--- config.mk ---
export PLATFORM = sky130hd
export DESIGN_NAME = c8x_front
export DESIGN_NICKNAME = d
export VERILOG_FILES = /design/src/rtl/chip8_instruction_execute_unit_defines.svh /design/src/rtl/c8x_pkg.sv /design/src/rtl/c8x_front.sv
export SDC_FILE = /design/constraint.sdc
export NUM_CORES = 1
export LEC_CHECK = 0
export BUFFER_PORTS_ARGS = -buffer_cell sky130_fd_sc_hd__buf_2
export CAP_MARGIN = 30
export CORE_ASPECT_RATIO = 2
export CORE_MARGIN = 2
export CORE_UTILIZATION = 35
export CTS_CLUSTER_SIZE = 12
export DETAILED_ROUTE_END_ITERATION = 6
export PLACE_DENSITY = 0.7
export SLEW_MARGIN = 5
export SYNTH_ARGS = -nofsm -noshare
export SYNTH_HDL_FRONTEND = slang
export SYNTH_SLANG_ARGS = --single-unit
--- constraint.sdc ---
create_clock -name i_clk -period 4.12 [get_ports i_clk]
set_input_delay 0.412 -clock i_clk [delete_from_list [all_inputs] [get_ports i_clk]]
set_output_delay 0.412 -clock i_clk [all_outputs]
set_load 0.1 [all_outputs]
--- src/rtl/chip8_instruction_execute_unit_defines.svh ---
// assertion macros for the chip8 execute unit
`ifndef CHIP8_INSTRUCTION_EXECUTE_UNIT_DEFINES_SVH
`define CHIP8_INSTRUCTION_EXECUTE_UNIT_DEFINES_SVH
// implication checked on every clock edge outside reset
`define C8_ASSERT_IMP(lbl, clk, rst_n, ante, cons, msg) \
    lbl: assert property (@(posedge clk) disable iff (!rst_n) (ante) |-> (cons)) \
        else $error(msg);
// next-cycle implication
`define C8_ASSERT_NXT(lbl, clk, rst_n, ante, cons, msg) \
    lbl: assert property (@(posedge clk) disable iff (!rst_n) (ante) |=> (cons)) \
        else $error(msg);
`endif

--- src/rtl/c8x_pkg.sv ---
// shared types and constants for the chip8 execute unit
package c8x_pkg;
    localparam int MemDepth = 4096;
    localparam int MemAw = $clog2(MemDepth);

    localparam logic [1:0] REQ_EXEC  = 2'd0;
    localparam logic [1:0] REQ_WRITE = 2'd1;
    localparam logic [1:0] REQ_READ  = 2'd2;

    localparam logic CFG_PC_START   = 1'b0;
    localparam logic CFG_STACK_BASE = 1'b1;

    typedef struct packed {
        logic [1:0]  req_type;
        logic [15:0] opcode;
        logic [15:0] key_mask;
        logic [7:0]  random_byte;
        logic [11:0] mem_addr;
        logic [7:0]  mem_data;
    } t_in_item;

    typedef struct packed {
        logic [11:0] next_pc;
        logic [15:0] index_value;
        logic [7:0]  flag_value;
        logic [7:0]  read_data;
        logic [7:0]  delay_value;
        logic [7:0]  sound_value;
        logic        status;
    } t_out_item;

    // classified operation handed from front to back
    typedef enum logic [4:0] {
        K_BAD, K_MWR, K_MRD, K_RET, K_JP, K_CALL, K_SE, K_SNE, K_SER, K_SNER,
        K_LD, K_ADD, K_ALU, K_LDI, K_JPV, K_RND, K_SKP, K_SKNP, K_LDDT, K_SETDT,
        K_SETST, K_ADDI, K_FONT, K_BCD, K_STR, K_LDR
    } t_kind;

    typedef struct packed {
        t_kind    kind;
        t_in_item item;
    } t_cmd;

    localparam int QDepth = 2;
endpackage

--- src/rtl/c8x_front.sv ---
// front end: accepts request beats, classifies them and queues them
module c8x_front import c8x_pkg::*; (
    input  logic     i_clk,
    input  logic     i_rst_n,
    input  logic     i_valid,
    output logic     o_ready,
    input  t_in_item i_item,
    output logic     o_cmd_valid,
    input  logic     i_cmd_ready,
    output t_cmd     o_cmd
);
    t_cmd r_q [QDepth];
    logic r_wp, r_rp;
    logic [1:0] r_cnt;
    t_kind n_kind;
    logic [15:0] op;
    logic push, pop;

    assign op = i_item.opcode;

    always_comb begin
        n_kind = K_BAD;
        unique case (i_item.req_type)
            REQ_WRITE: n_kind = K_MWR;
            REQ_READ:  n_kind = K_MRD;
            REQ_EXEC: begin
                unique case (op[15:12])
                    4'h0: n_kind = (op == 16'h00E0) ? K_BAD :
                                   (op == 16'h00EE) ? K_RET : K_JP;
                    4'h1: n_kind = K_JP;
                    4'h2: n_kind = K_CALL;
                    4'h3: n_kind = K_SE;
                    4'h4: n_kind = K_SNE;
                    4'h5: n_kind = (op[3:0] == 4'h0) ? K_SER : K_BAD;
                    4'h6: n_kind = K_LD;
                    4'h7: n_kind = K_ADD;
                    4'h8: begin
                        case (op[3:0])
                            4'h0, 4'h1, 4'h2, 4'h3, 4'h4, 4'h5, 4'h6, 4'h7, 4'hE:
                                n_kind = K_ALU;
                            default: n_kind = K_BAD;
                        endcase
                    end
                    4'h9: n_kind = (op[3:0] == 4'h0) ? K_SNER : K_BAD;
                    4'hA: n_kind = K_LDI;
                    4'hB: n_kind = K_JPV;
                    4'hC: n_kind = K_RND;
                    4'hD: n_kind = K_BAD;
                    4'hE: n_kind = (op[7:0] == 8'h9E) ? K_SKP :
                                   (op[7:0] == 8'hA1) ? K_SKNP : K_BAD;
                    default: begin
                        case (op[7:0])
                            8'h07: n_kind = K_LDDT;
                            8'h15: n_kind = K_SETDT;
                            8'h18: n_kind = K_SETST;
                            8'h1E: n_kind = K_ADDI;
                            8'h29: n_kind = K_FONT;
                            8'h33: n_kind = K_BCD;
                            8'h55: n_kind = K_STR;
                            8'h65: n_kind = K_LDR;
                            default: n_kind = K_BAD;
                        endcase
                    end
                endcase
            end
            default: n_kind = K_BAD;
        endcase
    end

    assign o_ready     = (r_cnt != 2'(QDepth));
    assign o_cmd_valid = (r_cnt != 2'd0);
    assign o_cmd       = r_q[r_rp];
    assign push = i_valid && o_ready;
    assign pop  = o_cmd_valid && i_cmd_ready;

    always_ff @(posedge i_clk) begin
        if (push) begin
            r_q[r_wp] <= '{kind: n_kind, item: i_item};
        end
        if (!i_rst_n) begin
            r_wp <= 1'b0;
            r_rp <= 1'b0;
            r_cnt <= 2'd0;
        end else begin
            if (push) r_wp <= ~r_wp;
            if (pop)  r_rp <= ~r_rp;
            r_cnt <= r_cnt + 2'(push) - 2'(pop);
        end
    end
endmodule

# After elaboration in Yosys (flattened, before gate mapping)
# Memory sizes are Yosys's and may differ from the RTL's. A register that Yosys moved wholly into a read port is not among the register bits.
# Index checks and enable logic that the tools add are counted.
[op_classes]
add_sub_neg = 2
mul = 0
div = 0
n_lt_le_gt_ge = 0
eq_ne = 29
shifts = 0
mux = 13
bitwise = 2
reduce_logical = 6
[ops]
columns = ["operator", "n"]
rows = [
  ["5-bit one-hot mux with 15 select lines", 1],
  ["5-bit one-hot mux with 8 select lines", 1],
  ["16-bit by 8-bit equality test with 1-bit output, second input constant", 2],
  ["4-bit equality test, second input constant", 7],
  ["8-bit by 5-bit equality test with 1-bit output, second input constant", 3],
  ["4-bit by 3-bit equality test with 1-bit output, second input constant", 4],
  ["8-bit by 6-bit equality test with 1-bit output, second input constant", 2],
  ["8-bit by 7-bit equality test with 1-bit output, second input constant", 2],
  ["8-bit equality test, second input constant", 2],
  ["5-bit one-hot mux with 3 select lines", 1],
  ["5-bit two-way mux", 2],
  ["4-bit by 2-bit equality test with 1-bit output, second input constant", 2],
  ["8-bit by 3-bit equality test with 1-bit output, second input constant", 1],
  ["4-bit logical NOT", 2],
  ["4-bit two-way mux", 2],
  ["3-bit two-way mux", 2],
  ["4-bit by 1-bit equality test with 1-bit output, second input constant", 1],
  ["1-bit two-way mux", 4],
  ["2-bit by 1-bit adder with 2-bit output", 1],
  ["2-bit by 1-bit equality test with 1-bit output, second input constant", 1],
  ["2-bit equality test, second input constant", 1],
  ["1-bit logical AND", 2],
  ["2-bit logical NOT", 1],
  ["2-bit != test, second input constant", 1],
  ["other kinds (3)", 4],
]
[totals]
register_bits = 4
latchBits = 0
ram_bits = 134
mem_bits_ro = 32
in_bits = 66
output_inout_bits = 69
word_cells = 57
mem_count = 2
[memory_table]
columns = ["name", "depth", "width", "rd", "rd_clocked_by_memory_dff", "write_ports", "line_no", "source"]
rows = [
  ["r_q", 2, 67, 1, 1, 1, "c8x_front.sv:12", "t_cmd r_q [QDepth];"],
  ["(name not given)", 16, 2, 1, 0, 0, "c8x_front.sv:38", "case (op[3:0])"],
]

# Longest topological paths before layout
# Gate-level depths: netlist of the first run.
[logic_depth]
depth_word = 5
mapped_depth = 8
ltp_nobuf = 8

# Worst setup path after synthesis of the first run
# Ideal clock, no wire load.
[synth_path]
kind = "flip-flop to flip-flop"
from = "reg r_cnt[0]"
to = "mem r_q[0][0] (netlist bit) (enable)"
setup_ps = 494
t_arrival_ps = 4195
required_time_ps = 3626
path_slack_ps = -570
stages_incl_launch_ff = 4
path_buffers = 0
synth_period_minus_slack_ps = 4690
cell_sequence = "dfxtp_1 > nand2b_1 > nand2_1 > nor2_1"
[synth_via]
elab_chain_len = 4
[synth_lines]
columns = ["element", "line_no", "source"]
rows = [
  ["start, declared", "c8x_front.sv:14", "logic [1:0] r_cnt;"],
  ["start signal, assigned", "c8x_front.sv:87", "r_cnt <= r_cnt + 2'(push) - 2'(pop);"],
  ["2-bit != test", "c8x_front.sv:70", "assign o_ready = (r_cnt != 2'(QDepth));"],
  ["via o_ready", "c8x_front.sv:6", "output logic o_ready,"],
  ["1-bit logical AND", "c8x_front.sv:73", "assign push = i_valid && o_ready;"],
  ["1-bit two-way mux", "c8x_front.sv:77", "if (push) begin"],
  ["1-bit two-way mux (not written as such)", "c8x_front.sv:78", "r_q[r_wp] <= '{kind: n_kind, item: i_item};"],
  ["end, declared", "c8x_front.sv:12", ""],
]
# The timed path passes the listed nets, and every way through them passes these cells.

==> results.sh, run 1 <==
export IMPL_crit_fanout=67
export IMPL_worstSetupPathType="flop to output pin"
export IMPL_fin_nets=522
export IMPL_min_to="r_q[1][35]"
export IMPL_dr_first_iter_drc_count=132
export IMPL_drc=0
export IMPL_io_pins=135
export IMPL_final_cell_mix="buf_2, edfxtp_1, mux2_2"
export IMPL_antenna_left=0
export IMPL_core_mm2=0.0156
export IMPL_post_cts_buffers=0
export IMPL_final_area_mm2=0.00701
export IMPL_final_setup_viol_count=0
export IMPL_routed_via_density=4.83
export IMPL_dieArea_mm2=0.0169
export IMPL_slew_headroom_pct=37.9
export IMPL_regToRegSetupSlack_ns=2.04
export IMPL_use_met1_pct=17.0
export IMPL_r2r_start="r_cnt[0]"
export IMPL_met3_usage_pct=4.69
export IMPL_gr_total_overflow=0
export IMPL_rsz0062_at_grt="no"
export IMPL_firstDrtPassIters=4
export IMPL_drive_above_1_share_pct=52.7
export IMPL_antenna_found_initial=0
export IMPL_htree_levels=4
export IMPL_synthCells=310
export IMPL_syn_area_mm2=0.00553
export IMPL_synth_edf_count=134
export IMPL_async_reset_ff_share_pct=0
export IMPL_hp_start="i_item[35]"
export IMPL_grt_pass1_wl_um=16900
export IMPL_peakVddDrop_v=0.000406
export IMPL_synth_ff_type="edfxtp_1"
export IMPL_cp_data_arrival_time_ns=2.16
export IMPL_grt_pass1_vias=3216
export IMPL_layout_min_cycle_time_ns=2.57
export IMPL_critical_path_required_ns=3.71
export IMPL_hold_viol=0
export IMPL_reg2reg_depth=4
export IMPL_die_h_um=182
export IMPL_portBuffers=134
export IMPL_initial_core_util_pct=35.4
export IMPL_worstMarginPinSlew_ns=0.931
export IMPL_cp_start_kind="flop"
export IMPL_yosysTopAreaCellShare_pct=72.7
export IMPL_postCtsResizedCells=0
export IMPL_cts_tree="yes"
export IMPL_setup_tns_final_ns=0
export IMPL_cp_end_kind="output pin"
export IMPL_yosysTopAreaCell="edfxtp_1"
export IMPL_diodes=0
export IMPL_wl_per_cell_um=16.3
export IMPL_holdBufCountCts=0
export IMPL_utilization_pct=44.9
export IMPL_period_share_pct=62.4
export IMPL_synth_nets=378
export IMPL_finalPower_w=0.00552
export IMPL_grt_max_degree=68
export IMPL_fp_dieW_um=92.9
export IMPL_finalHoldWorstSlack_ns=0.186
export IMPL_clkLatencyLatePin_ns=0.41
export IMPL_skew_ns=0.00783
export IMPL_ys_seq_area_share_pct=74.5
export IMPL_hold_path_class="input pin to flop"
export IMPL_yosysUniqueCellTypes=41
export IMPL_hold_depth=1
export IMPL_clk_pin_slew_worst_paths_ns=0.06
export IMPL_rows=65
export IMPL_grtUsageMet2_pct=20.1
export IMPL_areaGrowthSynthToFinish_pct=26.7
export IMPL_maxCapViolCount=0
export IMPL_drv_slew=0
export IMPL_pwr_density_cell_mw_per_mm2=787
export IMPL_wirelength_um=10900
export IMPL_rr_endpoint="r_q[0][60]"
export IMPL_place_gp_congestion=0.806
export IMPL_fillerInstances=1413
export IMPL_avgSynthCellArea_um2=17.9
export IMPL_dpl_hpwl_um=7250
export IMPL_grt_usage_pct=13.0
export IMPL_clockBufferDepth=2
export IMPL_cts_buffers=17
export IMPL_yosysWarnings=0
export IMPL_status="complete, no violations"
export IMPL_placedInstanceArea_mm2=0.00645
export IMPL_synth_seq_cells=139
export IMPL_dr_total_vias=3225
export IMPL_leakage_nw=2.59
export IMPL_max_freq_ghz=0.389
export IMPL_top_usage_layer="met2"
export IMPL_cts_sinks=139
export IMPL_clockRootBuffer="clkbuf_16"
export IMPL_ys_top_cells_by_area="edfxtp_1, mux2_2, dfxtp_1"
[report_power, final]
group,internal (W),switching [W]
clock,0.000838,0.000594
sequential,0.00176,0.000123
combinational,0.000413,0.00179
total,0.00301,0.00251
[final cells by class]
cell class	instances	area [um^2]	area share, %
inverter	5	18.8	0.268
clock inverter	15	138	1.96
sequential	139	4130	58.9
timing repair buffer	138	701	9.99
multi-input combinational	153	1350	19.3
clock buffer	17	425	6.07
tap	201	251	3.59
[metrics by stage]
stage	setup slack, ns	instances
floorplan	0.545	310
global placement	1.82	636
detailed placement	1.77	636
CTS	1.48	668
global route	1.42	668
finish	1.55	668
[cells by family (layout without fill, tap and decap cells)]
logic type      Yosys count  after routing  share of synthesized area (%)
flops                   139            139                           74.5
mux                      68             68                           13.8
simple gates             51             51                           5.63
compound gates           28             28                           3.71
buf+inv                  18            175                           1.24
xor+xnor                  4              4                          0.633
fa+ha+maj                 2              2                          0.452
[critical path, cell delays in order (launching register included)]
cell and delay, ns:
dfxtp_4 0.94, mux2_2 0.31, buf_2 0.45
[how the worst max path moves through the flow]
stage / from / end / slack, ns / depth (start not counted)
2_1_floorplan: r_cnt[0] / r_q[0][0] / 0.55 / 3
6_report: flop / o_cmd[53] / 1.55 / 2
3_3_place_gp: i_item[53] / r_q[0][63] / 1.82 / 6
3_5_place_dp: i_item[53] / r_q[0][63] / 1.77 / 6
5_1_grt: flop / o_cmd[53] / 1.42 / 2
4_1_cts: flop / o_cmd[53] / 1.48 / 2
[flip-flops by register name, summed over array words and instances, names as in the netlist, named ones only]
signal	flops
r_q	134
r_wp	1
r_rp	1
r_cnt	2
[routing by layer]
metal  wire length [um]  vias up
met4                154        0
li1                   -     1509
met5                  0        -
met3               1010       10
met2               5150      154
met1               4590     1552
[cells in the mapped netlist (all sizes together), types with 3 or more instances]
cell type and n:
a311oi 3, a31oi 5, and2 4, buf 4, clkbuf 9, dfxtp 5
edfxtp 134, inv 5, mux2 67, nand2 9, nand2b 4, nand3 5
nand3b 3, nor2 6, nor2b 3, nor3 3, nor4bb 3, o21a 3
o21ai 6, xnor2 4
(Power assumes the default switching activity.)
==> run 2: changes to the inputs <==
--- a/config.mk
+++ b/config.mk
@@ -5,6 +5,7 @@
 export SDC_FILE = /design/constraint.sdc
 export NUM_CORES = 1
 export LEC_CHECK = 0
+export ABC_AREA = 1
 export BUFFER_PORTS_ARGS = -buffer_cell sky130_fd_sc_hd__buf_2
 export CAP_MARGIN = 30
 export CORE_ASPECT_RATIO = 2
==> constraint.sdc (replaced) <==
create_clock -name i_clk -period 2.2 [get_ports i_clk]
set_input_delay 0.22 -clock i_clk [delete_from_list [all_inputs] [get_ports i_clk]]
set_output_delay 0.22 -clock i_clk [all_outputs]
set_load 0.1 [all_outputs]
==> results.sh, run 2 <==
export IMPL_placedInstanceArea_mm2=0.00694
export IMPL_reg_top3="r_q (134), r_cnt (2)"
export IMPL_final_area_mm2=0.00799
export IMPL_gr_total_overflow=0
export IMPL_dpl_hpwl_um=8300
export IMPL_syn_area_mm2=0.00564
export IMPL_max_freq_ghz=0.492
export IMPL_dr_first_iter_drc_count=168
export IMPL_wl_per_cell_um=16.1
export IMPL_yosysTopAreaCellShare_pct=71.4
export IMPL_clk_pin_slew_worst_paths_ns=0.06
export IMPL_synth_ff_type="edfxtp_1"
export IMPL_hold_path_class="input pin to flop"
export IMPL_synth_common_cells="edfxtp_1, mux2_2, nand2_1"
export IMPL_yosysTopAreaCell="edfxtp_1"
export IMPL_ys_seq_area_share_pct=73.2
export IMPL_pwr_density_cell_mw_per_mm2=1420
export IMPL_antenna_found_initial=0
export IMPL_dieArea_mm2=0.0172
export IMPL_switchingPower_w=0.00494
export IMPL_layout_min_cycle_time_ns=2.03
export IMPL_cts_sinks=139
export IMPL_worstSetupPathType="flop to output pin"
export IMPL_firstDrtPassIters=4
export IMPL_grt_pass1_vias=3951
export IMPL_worstMarginPinSlew_ns=0.483
export IMPL_die_h_um=183
export IMPL_async_reset_ff_share_pct=0
export IMPL_internal_power_w=0.00643
export IMPL_p_sw_share_pct=43.5
export IMPL_dr_total_vias=3618
export IMPL_worst_path_max_delay_cell="dfxtp_4"
export IMPL_drive_above_1_share_pct=45.6
export IMPL_cts_buffers=17
export IMPL_cp_data_arrival_time_ns=1.81
export IMPL_clkLatencyLatePin_ns=0.41
export IMPL_slew_headroom_pct=67.5
export IMPL_rows=65
export IMPL_leakage_nw=3.05
export IMPL_yosysUniqueCellTypes=27
export IMPL_grt_pass1_wl_um=18800
export IMPL_postCtsResizedCells=0
export IMPL_routed_via_density=4.67
export IMPL_comb_power_share_pct=44.3
export IMPL_final_common_cell="edfxtp_1"
export IMPL_core_mm2=0.0158
export IMPL_diodes=0
export IMPL_drc=0
export IMPL_cts_tree="yes"
export IMPL_synth_most_common_cell="edfxtp_1"
export IMPL_clockRootBuffer="clkbuf_16"
export IMPL_ys_top_cells_by_area="edfxtp_1, mux2_2, nand2_1"
export IMPL_period_share_pct=92.4
export IMPL_synth_seq_cells=139
export IMPL_portBuffers=134
export IMPL_setup_tns_final_ns=0
export IMPL_skew_ns=0.00589
export IMPL_place_gp_congestion=0.838
export IMPL_fp_dieW_um=93.7
export IMPL_power_frac_clock_pct=24.7
export IMPL_areaGrowthSynthToFinish_pct=41.7
export IMPL_grt_max_degree=68
export IMPL_grt_usage_pct=14.8
export IMPL_critical_path_required_ns=1.98
export IMPL_cp_end_kind="output pin"
export IMPL_fin_nets=629
export IMPL_largest_reg_flops=134
export IMPL_final_setup_viol_count=0
export IMPL_rsz0062_at_grt="no"
export IMPL_maxCapViolCount=0
export IMPL_htree_levels=4
export IMPL_fillerInstances=1342
export IMPL_yosysWarnings=0
export IMPL_antenna_left=0
export IMPL_pwr_share_seq_pct=30.9
export IMPL_avgSynthCellArea_um2=15.4
export IMPL_wirelength_um=12500
export IMPL_drv_slew=0
export IMPL_cp_start_kind="flop"
export IMPL_hold_viol=0
export IMPL_slowest_delay_ns=0.47
export IMPL_io_pins=135
export IMPL_top_register="r_q"
export IMPL_initial_core_util_pct=35.7
export IMPL_synth_nets=434
export IMPL_synth_edf_count=134
export IMPL_worstPathCellList="buf_4 -> mux2_2 -> buf_2"
export IMPL_hold_depth=1
export IMPL_synthCells=366
export IMPL_clockBufferDepth=2
export IMPL_reg2reg_depth=10
export IMPL_final_cell_mix="edfxtp_1, buf_2, mux2_2"
export IMPL_crit_fanout=15
export IMPL_peakVddDrop_v=0.000696
export IMPL_status="complete, no violations"
run 2: cell types whose count changed in the layout (fill, tap and decap cells not counted), sizes merged, moves of 5 or more:
| cell | delta |
|---|---|
| nor2 | +36 |
| a21oi | +5 |
| nand2 | +36 |
| dlygate4sd3 | +44 |
| inv | +14 |
run 2: worst paths after layout:
| kind | from | slack (ns) | endpoint |
|---|---|---|---|
| hold reg to reg | r_rp | 0.46 | flop |
| hold / removal | i_item[55] | 0.03 | r_q[1][55] |
| setup reg to reg | r_cnt[0] | 0.56 | r_cnt[1] |
| setup / recovery | flop | 0.17 | o_cmd[43] |
run 2: logic make-up after synthesis:
kind of cell | after synthesis | synth area share, %
flops | 139 | 73.2
simple gates | 105 | 8.30
mux | 67 | 13.4
buf+inv | 33 | 2.55
compound gates | 19 | 1.98
fa+ha+maj | 2 | 0.444
xor+xnor | 1 | 0.155
run 2: timing repair:
action                                  in CTS  in global routing
setup buffers                                0                  1
hold buffers                                44                  0
endpoints found under the setup margin       0                 10
hold endpoints to repair                    88                  0
run 2: area by class of cell:
type                            instances  area (um^2)  area share [%]
Multi-Input combinational cell        194         1400            17.6
Sequential cell                       139         4130            51.7
Inverter                               25         93.8            1.17
Tap cell                              201          251            3.15
Timing Repair Buffer                  184         1520            19.0
Clock buffer                           20          447            5.59
Clock inverter                         12          149            1.86
run 2: power groups by stage:
stage	logic [W]	clock network, W	registers [W]
after global routing	0.00520	0.00300	0.00355
after floorplan	0.00388	0	0.00351
after detailed placement	0.00497	0	0.00359
after CTS	0.00504	0.00289	0.00354
after global placement	0.00493	0	0.00357
final	0.00504	0.00281	0.00352
run 2: critical path, delay by kind of cell, from the launching register on:
kind | cells | cell delay [ns]
buffers and inverters | 2 | 0.56
DFF | 1 | 0.47
muxes | 1 | 0.36
run 2: metrics by stage:
step | util [%] | power (W) | worst slack [ns] | hold WS, ns | cells
after global placement | 44.0 | 0.00850 | 0.522 | 0.408 | 698
after floorplan | - | 0.00739 | 0.0128 | 0.313 | 366
final | 50.6 | 0.0114 | 0.168 | 0.0253 | 775
after CTS | 50.5 | 0.0115 | 0.0342 | 0.00496 | 774
after global routing | 50.6 | 0.0118 | 0.0758 | 0.0105 | 775
after detailed placement | 44.0 | 0.00856 | 0.492 | 0.412 | 698
run 2: layer usage:
layer / up-vias / routed length (um) / global-route usage [%]
met5: - / 0 / 0
met4: 0 / 669 / 10.1
met3: 40 / 515 / 4.02
met2: 126 / 7340 / 28.7
met1: 1726 / 3940 / 12.2
li1: 1726 / - / -
